===== config.mk =====
export PLATFORM = sky130hd
export DESIGN_NAME = device_descriptor_table_search
export DESIGN_NICKNAME = d
export VERILOG_FILES = /design/src/sv/ddts_pkg.sv /design/src/sv/device_descriptor_table_search.sv /design/src/sv/ddts_ram.sv
export SDC_FILE = /design/constraint.sdc
export NUM_CORES = 2
export LEC_CHECK = 0
export ABC_CLOCK_PERIOD_IN_PS = 20600
export BUFFER_PORTS_ARGS = -buffer_cell sky130_fd_sc_hd__buf_2
export CAP_MARGIN = 20
export CORE_MARGIN = 2
export CORE_UTILIZATION = 26
export CTS_CLUSTER_DIAMETER = 120
export CTS_CLUSTER_SIZE = 40
export DETAILED_ROUTE_END_ITERATION = 12
export PLACE_DENSITY = 0.36
export SLEW_MARGIN = 25
export SYNTH_ARGS = -nofsm -noshare
export SYNTH_HDL_FRONTEND = slang
export SYNTH_MEMORY_MAX_BITS = 65536
export SYNTH_SLANG_ARGS = --single-unit

===== constraint.sdc =====
create_clock -name clk_i -period 20.6 [get_ports clk_i]
set_input_delay 2.06 -clock clk_i [delete_from_list [all_inputs] [get_ports clk_i]]
set_output_delay 2.06 -clock clk_i [all_outputs]
set_load 0.01 [all_outputs]

===== src/sv/ddts_pkg.sv =====
// ----------------------------------------------------------------------------
// ddts_pkg: shared types and constants of the device descriptor table search
// Request codes, result status codes, the sequencer states and the field
// constants used when entries are stored and compared.
// ----------------------------------------------------------------------------
package ddts_pkg;

  // Request codes carried by req_type.
  localparam logic [2:0] REQ_INSERT        = 3'd0;
  localparam logic [2:0] REQ_FIND_ID       = 3'd1;
  localparam logic [2:0] REQ_FIND_CLASS    = 3'd2;
  localparam logic [2:0] REQ_FIND_CLASS_IF = 3'd3;
  localparam logic [2:0] REQ_CLEAR         = 3'd4;

  // A vendor field of all ones means that no function answered.
  localparam logic [15:0] VENDOR_NONE = 16'hFFFF;

  // Width of one stored class and location record.
  localparam int unsigned REC_W = 40;
  localparam int unsigned ID_W  = 32;

  typedef enum logic [1:0] {
    ST_OK    = 2'd0,
    ST_MISS  = 2'd1,
    ST_FULL  = 2'd2,
    ST_NODEV = 2'd3
  } status_e;

  typedef enum logic [1:0] {
    S_IDLE,
    S_READ,
    S_CMP
  } state_e;

endpackage


===== src/sv/device_descriptor_table_search.sv =====
// ----------------------------------------------------------------------------
// device_descriptor_table_search: table of discovered bus functions
// Appends bus functions to a table and finds the first one, in insertion
// order, that matches an identifier word or class keys.
// ----------------------------------------------------------------------------
// A request beat is taken when start_i is high while busy_o is low. Every
// request gives exactly one result beat, marked by done_o for a single
// cycle; the receiver cannot stall it, so it must take the beat in that
// cycle. Inserts, clears and unknown request codes start no scan: the
// result shows up in the cycle after the request and busy_o never rises. A
// lookup walks the stored entries one after another through a single shared
// comparator fed by the registered read port of the two entry memories, so
// each entry takes an address step and then a compare step. A lookup ends
// at the first hit or after the compare of the last stored entry, and a
// lookup in an empty table answers with a miss without a scan. While a
// lookup runs, busy_o is high; it drops in the cycle in which done_o is
// raised, so the next request may be given then. The memories need no
// clearing pass: only entries below the fill count are ever read.
// ----------------------------------------------------------------------------
module device_descriptor_table_search
  import ddts_pkg::*;
#(
  parameter int unsigned TABLE_DEPTH = 64
) (
  input  logic        clk_i,
  input  logic        rst_ni,
  input  logic        start_i,
  output logic        busy_o,
  input  logic [2:0]  req_type_i,
  input  logic [7:0]  bus_number_i,
  input  logic [4:0]  device_number_i,
  input  logic [2:0]  function_number_i,
  input  logic [31:0] id_word_i,
  input  logic [31:0] class_word_i,
  output logic        done_o,
  output logic [1:0]  status_o,
  output logic [7:0]  entry_index_o,
  output logic [7:0]  found_bus_o,
  output logic [4:0]  found_device_o,
  output logic [2:0]  found_function_o
);

  // Index width addresses one entry; the count must also hold the depth.
  localparam int unsigned IDX_W = (TABLE_DEPTH > 1) ? $clog2(TABLE_DEPTH) : 1;
  localparam int unsigned CNT_W = $clog2(TABLE_DEPTH + 1);
  localparam logic [CNT_W-1:0] FULL_CNT = CNT_W'(TABLE_DEPTH);

  // Sequencer and table state.
  state_e             state_q, state_d;
  logic [CNT_W-1:0]   count_q, count_d;
  logic [IDX_W-1:0]   idx_q, idx_d;

  // Lookup request, held while the scan runs.
  logic [2:0]         req_q;
  logic [31:0]        key_id_q;
  logic [23:0]        key_cls_q;

  // Result beat registers.
  logic               done_q, done_d;
  status_e            status_q, status_d;
  logic [7:0]         index_q, index_d;
  logic [7:0]         bus_q, bus_d;
  logic [4:0]         dev_q, dev_d;
  logic [2:0]         fn_q, fn_d;

  // Memory ports.
  logic               ram_we;
  logic [REC_W-1:0]   rec_wdata;
  logic [ID_W-1:0]    id_rdata;
  logic [REC_W-1:0]   rec_rdata;

  logic               accept;
  logic               is_full;
  logic               no_dev;
  logic               hit;
  logic               last;

  assign accept  = start_i && (state_q == S_IDLE);
  assign is_full = (count_q == FULL_CNT);
  assign no_dev  = (id_word_i[15:0] == VENDOR_NONE);

  // Record layout: class, subclass, interface, bus, device, function.
  assign rec_wdata = {class_word_i[31:8], bus_number_i, device_number_i,
                      function_number_i};
  assign ram_we    = accept && (req_type_i == REQ_INSERT) && !no_dev && !is_full;

  ddts_ram #(
    .WIDTH (ID_W),
    .DEPTH (TABLE_DEPTH)
  ) u_id_ram (
    .clk_i   (clk_i),
    .we_i    (ram_we),
    .waddr_i (count_q[IDX_W-1:0]),
    .wdata_i (id_word_i),
    .raddr_i (idx_q),
    .rdata_o (id_rdata)
  );

  ddts_ram #(
    .WIDTH (REC_W),
    .DEPTH (TABLE_DEPTH)
  ) u_rec_ram (
    .clk_i   (clk_i),
    .we_i    (ram_we),
    .waddr_i (count_q[IDX_W-1:0]),
    .wdata_i (rec_wdata),
    .raddr_i (idx_q),
    .rdata_o (rec_rdata)
  );

  // The shared comparator: one key compare chosen by the request code.
  always_comb begin
    unique case (req_q)
      REQ_FIND_ID:       hit = (id_rdata == key_id_q);
      REQ_FIND_CLASS:    hit = (rec_rdata[39:24] == key_cls_q[23:8]);
      REQ_FIND_CLASS_IF: hit = (rec_rdata[39:16] == key_cls_q);
      default:           hit = 1'b0;
    endcase
  end

  assign last = ((CNT_W'(idx_q) + CNT_W'(1)) == count_q);

  // Next state.
  always_comb begin
    state_d = state_q;
    unique case (state_q)
      S_IDLE: begin
        if (accept && count_q != '0 &&
            (req_type_i == REQ_FIND_ID || req_type_i == REQ_FIND_CLASS ||
             req_type_i == REQ_FIND_CLASS_IF)) begin
          state_d = S_READ;
        end
      end
      S_READ: begin
        state_d = S_CMP;
      end
      S_CMP: begin
        if (hit || last) begin
          state_d = S_IDLE;
        end else begin
          state_d = S_READ;
        end
      end
      default: begin
        state_d = S_IDLE;
      end
    endcase
  end

  // Sequencer outputs: scan index, table count and the result beat.
  always_comb begin
    idx_d    = idx_q;
    count_d  = count_q;
    done_d   = 1'b0;
    status_d = status_q;
    index_d  = index_q;
    bus_d    = bus_q;
    dev_d    = dev_q;
    fn_d     = fn_q;
    unique case (state_q)
      S_IDLE: begin
        idx_d = '0;
        if (accept) begin
          done_d   = 1'b1;
          status_d = ST_OK;
          index_d  = '0;
          bus_d    = '0;
          dev_d    = '0;
          fn_d     = '0;
          unique case (req_type_i)
            REQ_INSERT: begin
              if (no_dev) begin
                status_d = ST_NODEV;
              end else if (is_full) begin
                status_d = ST_FULL;
              end else begin
                index_d = 8'(count_q);
                bus_d   = bus_number_i;
                dev_d   = device_number_i;
                fn_d    = function_number_i;
                count_d = count_q + CNT_W'(1);
              end
            end
            REQ_FIND_ID, REQ_FIND_CLASS, REQ_FIND_CLASS_IF: begin
              // An empty table answers at once; otherwise the scan reports.
              if (count_q == '0) begin
                status_d = ST_MISS;
              end else begin
                done_d = 1'b0;
              end
            end
            REQ_CLEAR: begin
              count_d = '0;
            end
            default: begin
              status_d = ST_MISS;
            end
          endcase
        end
      end
      S_READ: begin
      end
      S_CMP: begin
        if (hit) begin
          done_d   = 1'b1;
          status_d = ST_OK;
          index_d  = 8'(idx_q);
          bus_d    = rec_rdata[15:8];
          dev_d    = rec_rdata[7:3];
          fn_d     = rec_rdata[2:0];
        end else if (last) begin
          done_d   = 1'b1;
          status_d = ST_MISS;
          index_d  = '0;
          bus_d    = '0;
          dev_d    = '0;
          fn_d     = '0;
        end else begin
          idx_d = idx_q + IDX_W'(1);
        end
      end
      default: begin
      end
    endcase
  end

  always_ff @(posedge clk_i or negedge rst_ni) begin
    if (!rst_ni) begin
      state_q <= S_IDLE;
      count_q <= '0;
      idx_q   <= '0;
      done_q  <= 1'b0;
    end else begin
      state_q <= state_d;
      count_q <= count_d;
      idx_q   <= idx_d;
      done_q  <= done_d;
    end
  end

  // Payload registers need no reset.
  always_ff @(posedge clk_i) begin
    status_q <= status_d;
    index_q  <= index_d;
    bus_q    <= bus_d;
    dev_q    <= dev_d;
    fn_q     <= fn_d;
    if (accept) begin
      req_q     <= req_type_i;
      key_id_q  <= id_word_i;
      key_cls_q <= class_word_i[31:8];
    end
  end

  assign busy_o           = (state_q != S_IDLE);
  assign done_o           = done_q;
  assign status_o         = status_q;
  assign entry_index_o    = index_q;
  assign found_bus_o      = bus_q;
  assign found_device_o   = dev_q;
  assign found_function_o = fn_q;

`ifndef NO_ASSERTIONS
  // A result beat only follows an accepted request or a compare step.
  a_done_source: assert property (@(posedge clk_i) disable iff (!rst_ni)
    done_o |-> $past(accept || state_q == S_CMP))
    else $error("result beat without a request or compare step");

  // The fill count never passes the table depth.
  a_count_bound: assert property (@(posedge clk_i) disable iff (!rst_ni)
    count_q <= FULL_CNT)
    else $error("entry count beyond table depth");

  // A read step is always followed by its compare step.
  a_read_cmp: assert property (@(posedge clk_i) disable iff (!rst_ni)
    state_q == S_READ |=> state_q == S_CMP)
    else $error("read step not followed by compare");

  // The scan never addresses an entry at or above the fill count.
  a_scan_bound: assert property (@(posedge clk_i) disable iff (!rst_ni)
    state_q != S_IDLE |-> CNT_W'(idx_q) < count_q)
    else $error("scan index beyond stored entries");

  // A lookup in progress keeps the table count unchanged.
  a_count_stable: assert property (@(posedge clk_i) disable iff (!rst_ni)
    state_q == S_CMP |-> $stable(count_q))
    else $error("entry count changed during a lookup");
`endif

endmodule


===== src/sv/ddts_ram.sv =====
// ----------------------------------------------------------------------------
// ddts_ram: generic single-write, single-read memory
// One write port and one read port; the read data is registered.
// ----------------------------------------------------------------------------
module ddts_ram #(
  parameter int unsigned WIDTH = 32,
  parameter int unsigned DEPTH = 64
) (
  input  logic                                  clk_i,
  input  logic                                  we_i,
  input  logic [(DEPTH > 1 ? $clog2(DEPTH) : 1)-1:0] waddr_i,
  input  logic [WIDTH-1:0]                      wdata_i,
  input  logic [(DEPTH > 1 ? $clog2(DEPTH) : 1)-1:0] raddr_i,
  output logic [WIDTH-1:0]                      rdata_o
);

  logic [WIDTH-1:0] mem_q [DEPTH];
  logic [WIDTH-1:0] rdata_q;

  always_ff @(posedge clk_i) begin
    if (we_i) begin
      mem_q[waddr_i] <= wdata_i;
    end
    rdata_q <= mem_q[raddr_i];
  end

  assign rdata_o = rdata_q;

endmodule

==> impl_metrics.prom <==
# TYPE chip_impl_metric gauge
chip_impl_metric{name="crit_path_max_fanout",unit=""} 42
chip_impl_metric{name="finalSetupViolCount",unit=""} 0
chip_impl_metric{name="fin_skew",unit="ns"} 0.0749
chip_impl_metric{name="fp.dieH",unit="microns"} 837
chip_impl_metric{name="groute.usage.overall",unit="%"} 15.7
chip_impl_info{name="layout_common_cells",value="4692 x edfxtp_1, 1512 x mux4_2, 276 x buf_4, 166 x clkbuf_16, 72 x dfxtp_1"} 1
chip_impl_metric{name="dieArea",unit="sq mm"} 0.700
chip_impl_metric{name="p_seq_share",unit="%"} 57.7
chip_impl_metric{name="fmax",unit="MHz"} 127
chip_impl_metric{name="drive_above_1_share",unit="%"} 30.6
chip_impl_metric{name="combPwrFrac",unit="%"} 16.5
chip_impl_metric{name="floorplan.initialDensity",unit="%"} 26.1
chip_impl_metric{name="htreeDepth",unit=""} 4
chip_impl_metric{name="p_switching",unit="mW"} 4.78
chip_impl_metric{name="synth_sequential_area_ratio",unit="%"} 79.1
chip_impl_metric{name="cts_made_buffers",unit=""} 160
chip_impl_metric{name="crit_required",unit="ns"} 21.47
chip_impl_metric{name="clock_tree.buffer_depth",unit=""} 4
chip_impl_metric{name="global_route.overflow_total",unit=""} 0
chip_impl_metric{name="drc",unit=""} 0
chip_impl_metric{name="worst-endpoint-arrival",unit="ns"} 8.74
chip_impl_metric{name="syn_area",unit="sq mm"} 0.180
chip_impl_metric{name="drv_cap",unit=""} 0
chip_impl_info{name="rr_endpoint",value="u_rec_ram.rdata_o[6]"} 1
chip_impl_metric{name="vias_per_std_cell",unit=""} 4.77
chip_impl_info{name="cts.root.buffer_cell",value="clkbuf_16"} 1
chip_impl_metric{name="finish.instance_area",unit="sq mm"} 0.200
chip_impl_metric{name="synthArstFlopShare",unit="%"} 0.335
chip_impl_metric{name="area_growth",unit="%"} 10.7
chip_impl_metric{name="synth-edff-count",unit=""} 4692
chip_impl_metric{name="synth_top_area_share",unit="%"} 78.1
chip_impl_metric{name="part_of_the_power_in_the_clock_network",unit="%"} 25.9
chip_impl_info{name="crit_start",value="idx_q[0]"} 1
chip_impl_metric{name="drt_pre_antenna_iters",unit=""} 7
chip_impl_metric{name="synth_compound_gate_area_share",unit="%"} 0.205
chip_impl_metric{name="internal_cell_power",unit="mW"} 14.1
chip_impl_metric{name="antenna_violating_nets_post_route",unit=""} 0
chip_impl_info{name="critPathCapture",value="u_rec_ram.rdata_o[6]"} 1
chip_impl_info{name="netlist.top_cell.by_area",value="edfxtp_1"} 1
chip_impl_metric{name="dp_hpwl",unit="microns"} 301000
chip_impl_metric{name="pwr_total",unit="mW"} 18.8
chip_impl_metric{name="io_buffer_count",unit=""} 104
chip_impl_metric{name="insertion_delay",unit="ns"} 1.00
chip_impl_info{name="cp-end-kind",value="flop"} 1
chip_impl_metric{name="post_cts_resized",unit=""} 0
chip_impl_metric{name="grt_pass1_wl",unit="microns"} 757000
chip_impl_metric{name="ctsHoldBuffers",unit=""} 0
chip_impl_metric{name="cellPowerDensity",unit="mW/mm^2"} 94.4
chip_impl_metric{name="nets_final",unit=""} 7256
chip_impl_metric{name="fill_cells",unit=""} 66600
chip_impl_metric{name="yosysUniqueCellTypes",unit=""} 45
chip_impl_metric{name="synth.net_count",unit=""} 7073
chip_impl_info{name="cts_tree",value="built"} 1
chip_impl_metric{name="placer_s_final_routability_congestion_estimate",unit=""} 0.721
chip_impl_metric{name="initial_antenna_violation_count",unit=""} 65
chip_impl_metric{name="cts.clk_slew.worst_paths",unit="ns"} 0.15
chip_impl_metric{name="cts.repair_timing.setup_buffer_count",unit=""} 0
chip_impl_info{name="synth-main-ff-cell",value="edfxtp_1"} 1
chip_impl_metric{name="yosysWarningCount",unit=""} 0
chip_impl_info{name="synth_top_family_by_area",value="multiplexers"} 1
chip_impl_metric{name="placedInstanceArea",unit="sq mm"} 0.194
chip_impl_metric{name="hold_viol_final",unit=""} 0
chip_impl_metric{name="fp-row-count",unit=""} 305
chip_impl_metric{name="static-leakage-power",unit="nW"} 56.1
chip_impl_metric{name="die_width",unit="microns"} 837
chip_impl_metric{name="max_slew.worst_pin.slew",unit="ns"} 1.22
chip_impl_metric{name="finalMaxSlewViolations",unit=""} 0
chip_impl_metric{name="p_sw_share",unit="%"} 25.4
chip_impl_metric{name="total_length_of_routed_wires",unit="microns"} 563000
chip_impl_metric{name="drt_iter0_markers",unit=""} 8295
chip_impl_metric{name="synthMuxAreaShare",unit="%"} 18.9
chip_impl_metric{name="timing.hold.worst_path_depth",unit=""} 1
chip_impl_info{name="leading_cell_type_in_the_layout_fill_and_taps_excluded",value="edfxtp_1"} 1
chip_impl_metric{name="peakVddDrop",unit="mV"} 0.0720
chip_impl_metric{name="grt_start_max_net_pins",unit=""} 133
chip_impl_metric{name="synthAdderAreaFrac",unit="%"} 0.0208
chip_impl_metric{name="final-seq-area",unit="sq mm"} 0.143
chip_impl_metric{name="post_synth.cell_area_avg",unit="sq um"} 25.8
chip_impl_metric{name="post_synth_inst_count",unit=""} 6984
chip_impl_metric{name="normalized_max_slew_margin",unit="%"} 18.8
chip_impl_metric{name="synth_simple_gate_area_share",unit="%"} 0.551
chip_impl_metric{name="final.min_clock_period",unit="ns"} 7.87
chip_impl_metric{name="first_global_vias",unit=""} 82200
chip_impl_info{name="worst_hold_path_type",value="flop to flop"} 1
chip_impl_metric{name="synth_xor_area_share",unit="%"} 0.330
chip_impl_metric{name="cts.sinks",unit=""} 4780
chip_impl_metric{name="via_count",unit=""} 78800
chip_impl_info{name="synth.area.top_cells",value="edfxtp_1 78%, mux4_2 19%, dfxtp_1 0.80%"} 1
chip_impl_info{name="status",value="finished, final reports clean"} 1
chip_impl_metric{name="tns",unit="ns"} 0
chip_impl_info{name="rsz0062_at_grt",value="no"} 1
chip_impl_info{name="cp-start-kind",value="flop"} 1
chip_impl_metric{name="worst_r2r_path_depth",unit=""} 9
chip_impl_info{name="critical_path.reg2reg.startpoint",value="idx_q[0]"} 1
chip_impl_metric{name="multi_input_area",unit="sq mm"} 0.0366
chip_impl_metric{name="core_area",unit="sq mm"} 0.690
chip_impl_metric{name="postSynthRegisterBits",unit=""} 4780
chip_impl_info{name="timing_worst_setup_path_type",value="flop to flop"} 1
chip_impl_metric{name="final_worst_path_period_share",unit="%"} 38.2
chip_impl_metric{name="design.portCount",unit=""} 114
chip_impl_metric{name="timing.reg2reg.setup_slack",unit="ns"} 12.73
chip_impl_metric{name="wl_per_cell",unit="microns"} 34.1
==> per-stage QoR <==
stage                     hold slack, ns  util (%)  std cells  worst slack (ns)
after floorplan                    0.502         -       6984             12.69
after global placement             0.663      28.0      16200             12.29
after detailed placement           0.640      28.1      16200             12.27
after CTS                          0.639      28.9      16500             12.25
after global routing               0.674      28.9      16500             11.95
final                              0.637      28.9      16500             12.73
==> critical path: stages, from the launching register on <==
cell,delay (ns)
dfrtp_4,0.98
buf_4,0.85
buf_4,0.82
buf_4,0.67
buf_4,0.84
buf_4,0.81
buf_4,0.78
mux4_2,0.63
mux4_2,0.56
mux4_2,0.49
==> power groups by stage <==
stage	clock (mW)	sequential, mW	combinational [mW]
after floorplan	0	11.0	2.26
after global placement	0	11.1	3.22
after detailed placement	0	11.1	3.23
after CTS	5.09	10.9	3.24
after global routing	5.34	10.9	3.36
final	4.87	10.9	3.10
==> state kept, by name (all words and copies together) (netlist names), 7 cells and up <==
name               cells
u_id_ram.mem_q      2048
key_id_q              32
entry_index_o          7
found_bus_o            8
key_cls_q             24
u_id_ram.rdata_o      32
u_rec_ram.mem_q     2560
u_rec_ram.rdata_o     40
count_q                7
==> cells by family after synthesis <==
logic type                 after synthesis
buffers and inverters                  367
AOI/OAI and AO/OA                       50
muxes                                 1512
adders and majority gates                3
DFF                                   4780
xor gates and xnor gates                68
other                                    1
and+or+nand+nor                        203
==> Yosys cell counts, drive strengths merged (4+ instances only) <==
master / n
a22o: 22
buf: 163
clkbuf: 197
dfrtp: 16
dfxtp: 72
edfxtp: 4692
inv: 7
mux4: 1512
nand2: 18
nand3: 23
nand3b: 4
nand4: 15
nor2: 94
nor2b: 4
nor3: 9
nor4: 12
o211ai: 4
o21a: 5
o21ai: 12
xnor2: 26
xor2: 42
==> how the worst min path moves through the flow <==
stage | start | to
after floorplan | u_rec_ram.rdata_o[15] | found_bus_o[7]
after CTS | u_rec_ram.rdata_o[8] | found_bus_o[0]
after global routing | u_rec_ram.rdata_o[1] | found_function_o[1]
final | u_rec_ram.rdata_o[1] | found_function_o[1]
after detailed placement | u_rec_ram.rdata_o[13] | found_bus_o[5]
after global placement | u_rec_ram.rdata_o[13] | found_bus_o[5]
==> layer usage <==
metal	up-vias	track usage [%]	part of all wire [%]
met5	-	0	0
met4	0	2.11	1.4
met3	312	1.40	3.6
met2	1606	26.4	49
met1	46200	22.7	46
li1	30700	-	-
==> layout make-up <==
| class | count | area share, % |
|---|---|---|
| inverters | 7 | 0.0144 |
| multi-input cells | 1837 | 18.3 |
| flip-flops and latches | 4780 | 71.5 |
| diodes | 15 | 0.0188 |
| repair buffers | 381 | 1.54 |
| clock inverters | 79 | 0.601 |
| clock buffers | 209 | 2.20 |
| well taps | 9210 | 5.77 |
(Power assumes the default switching activity.)
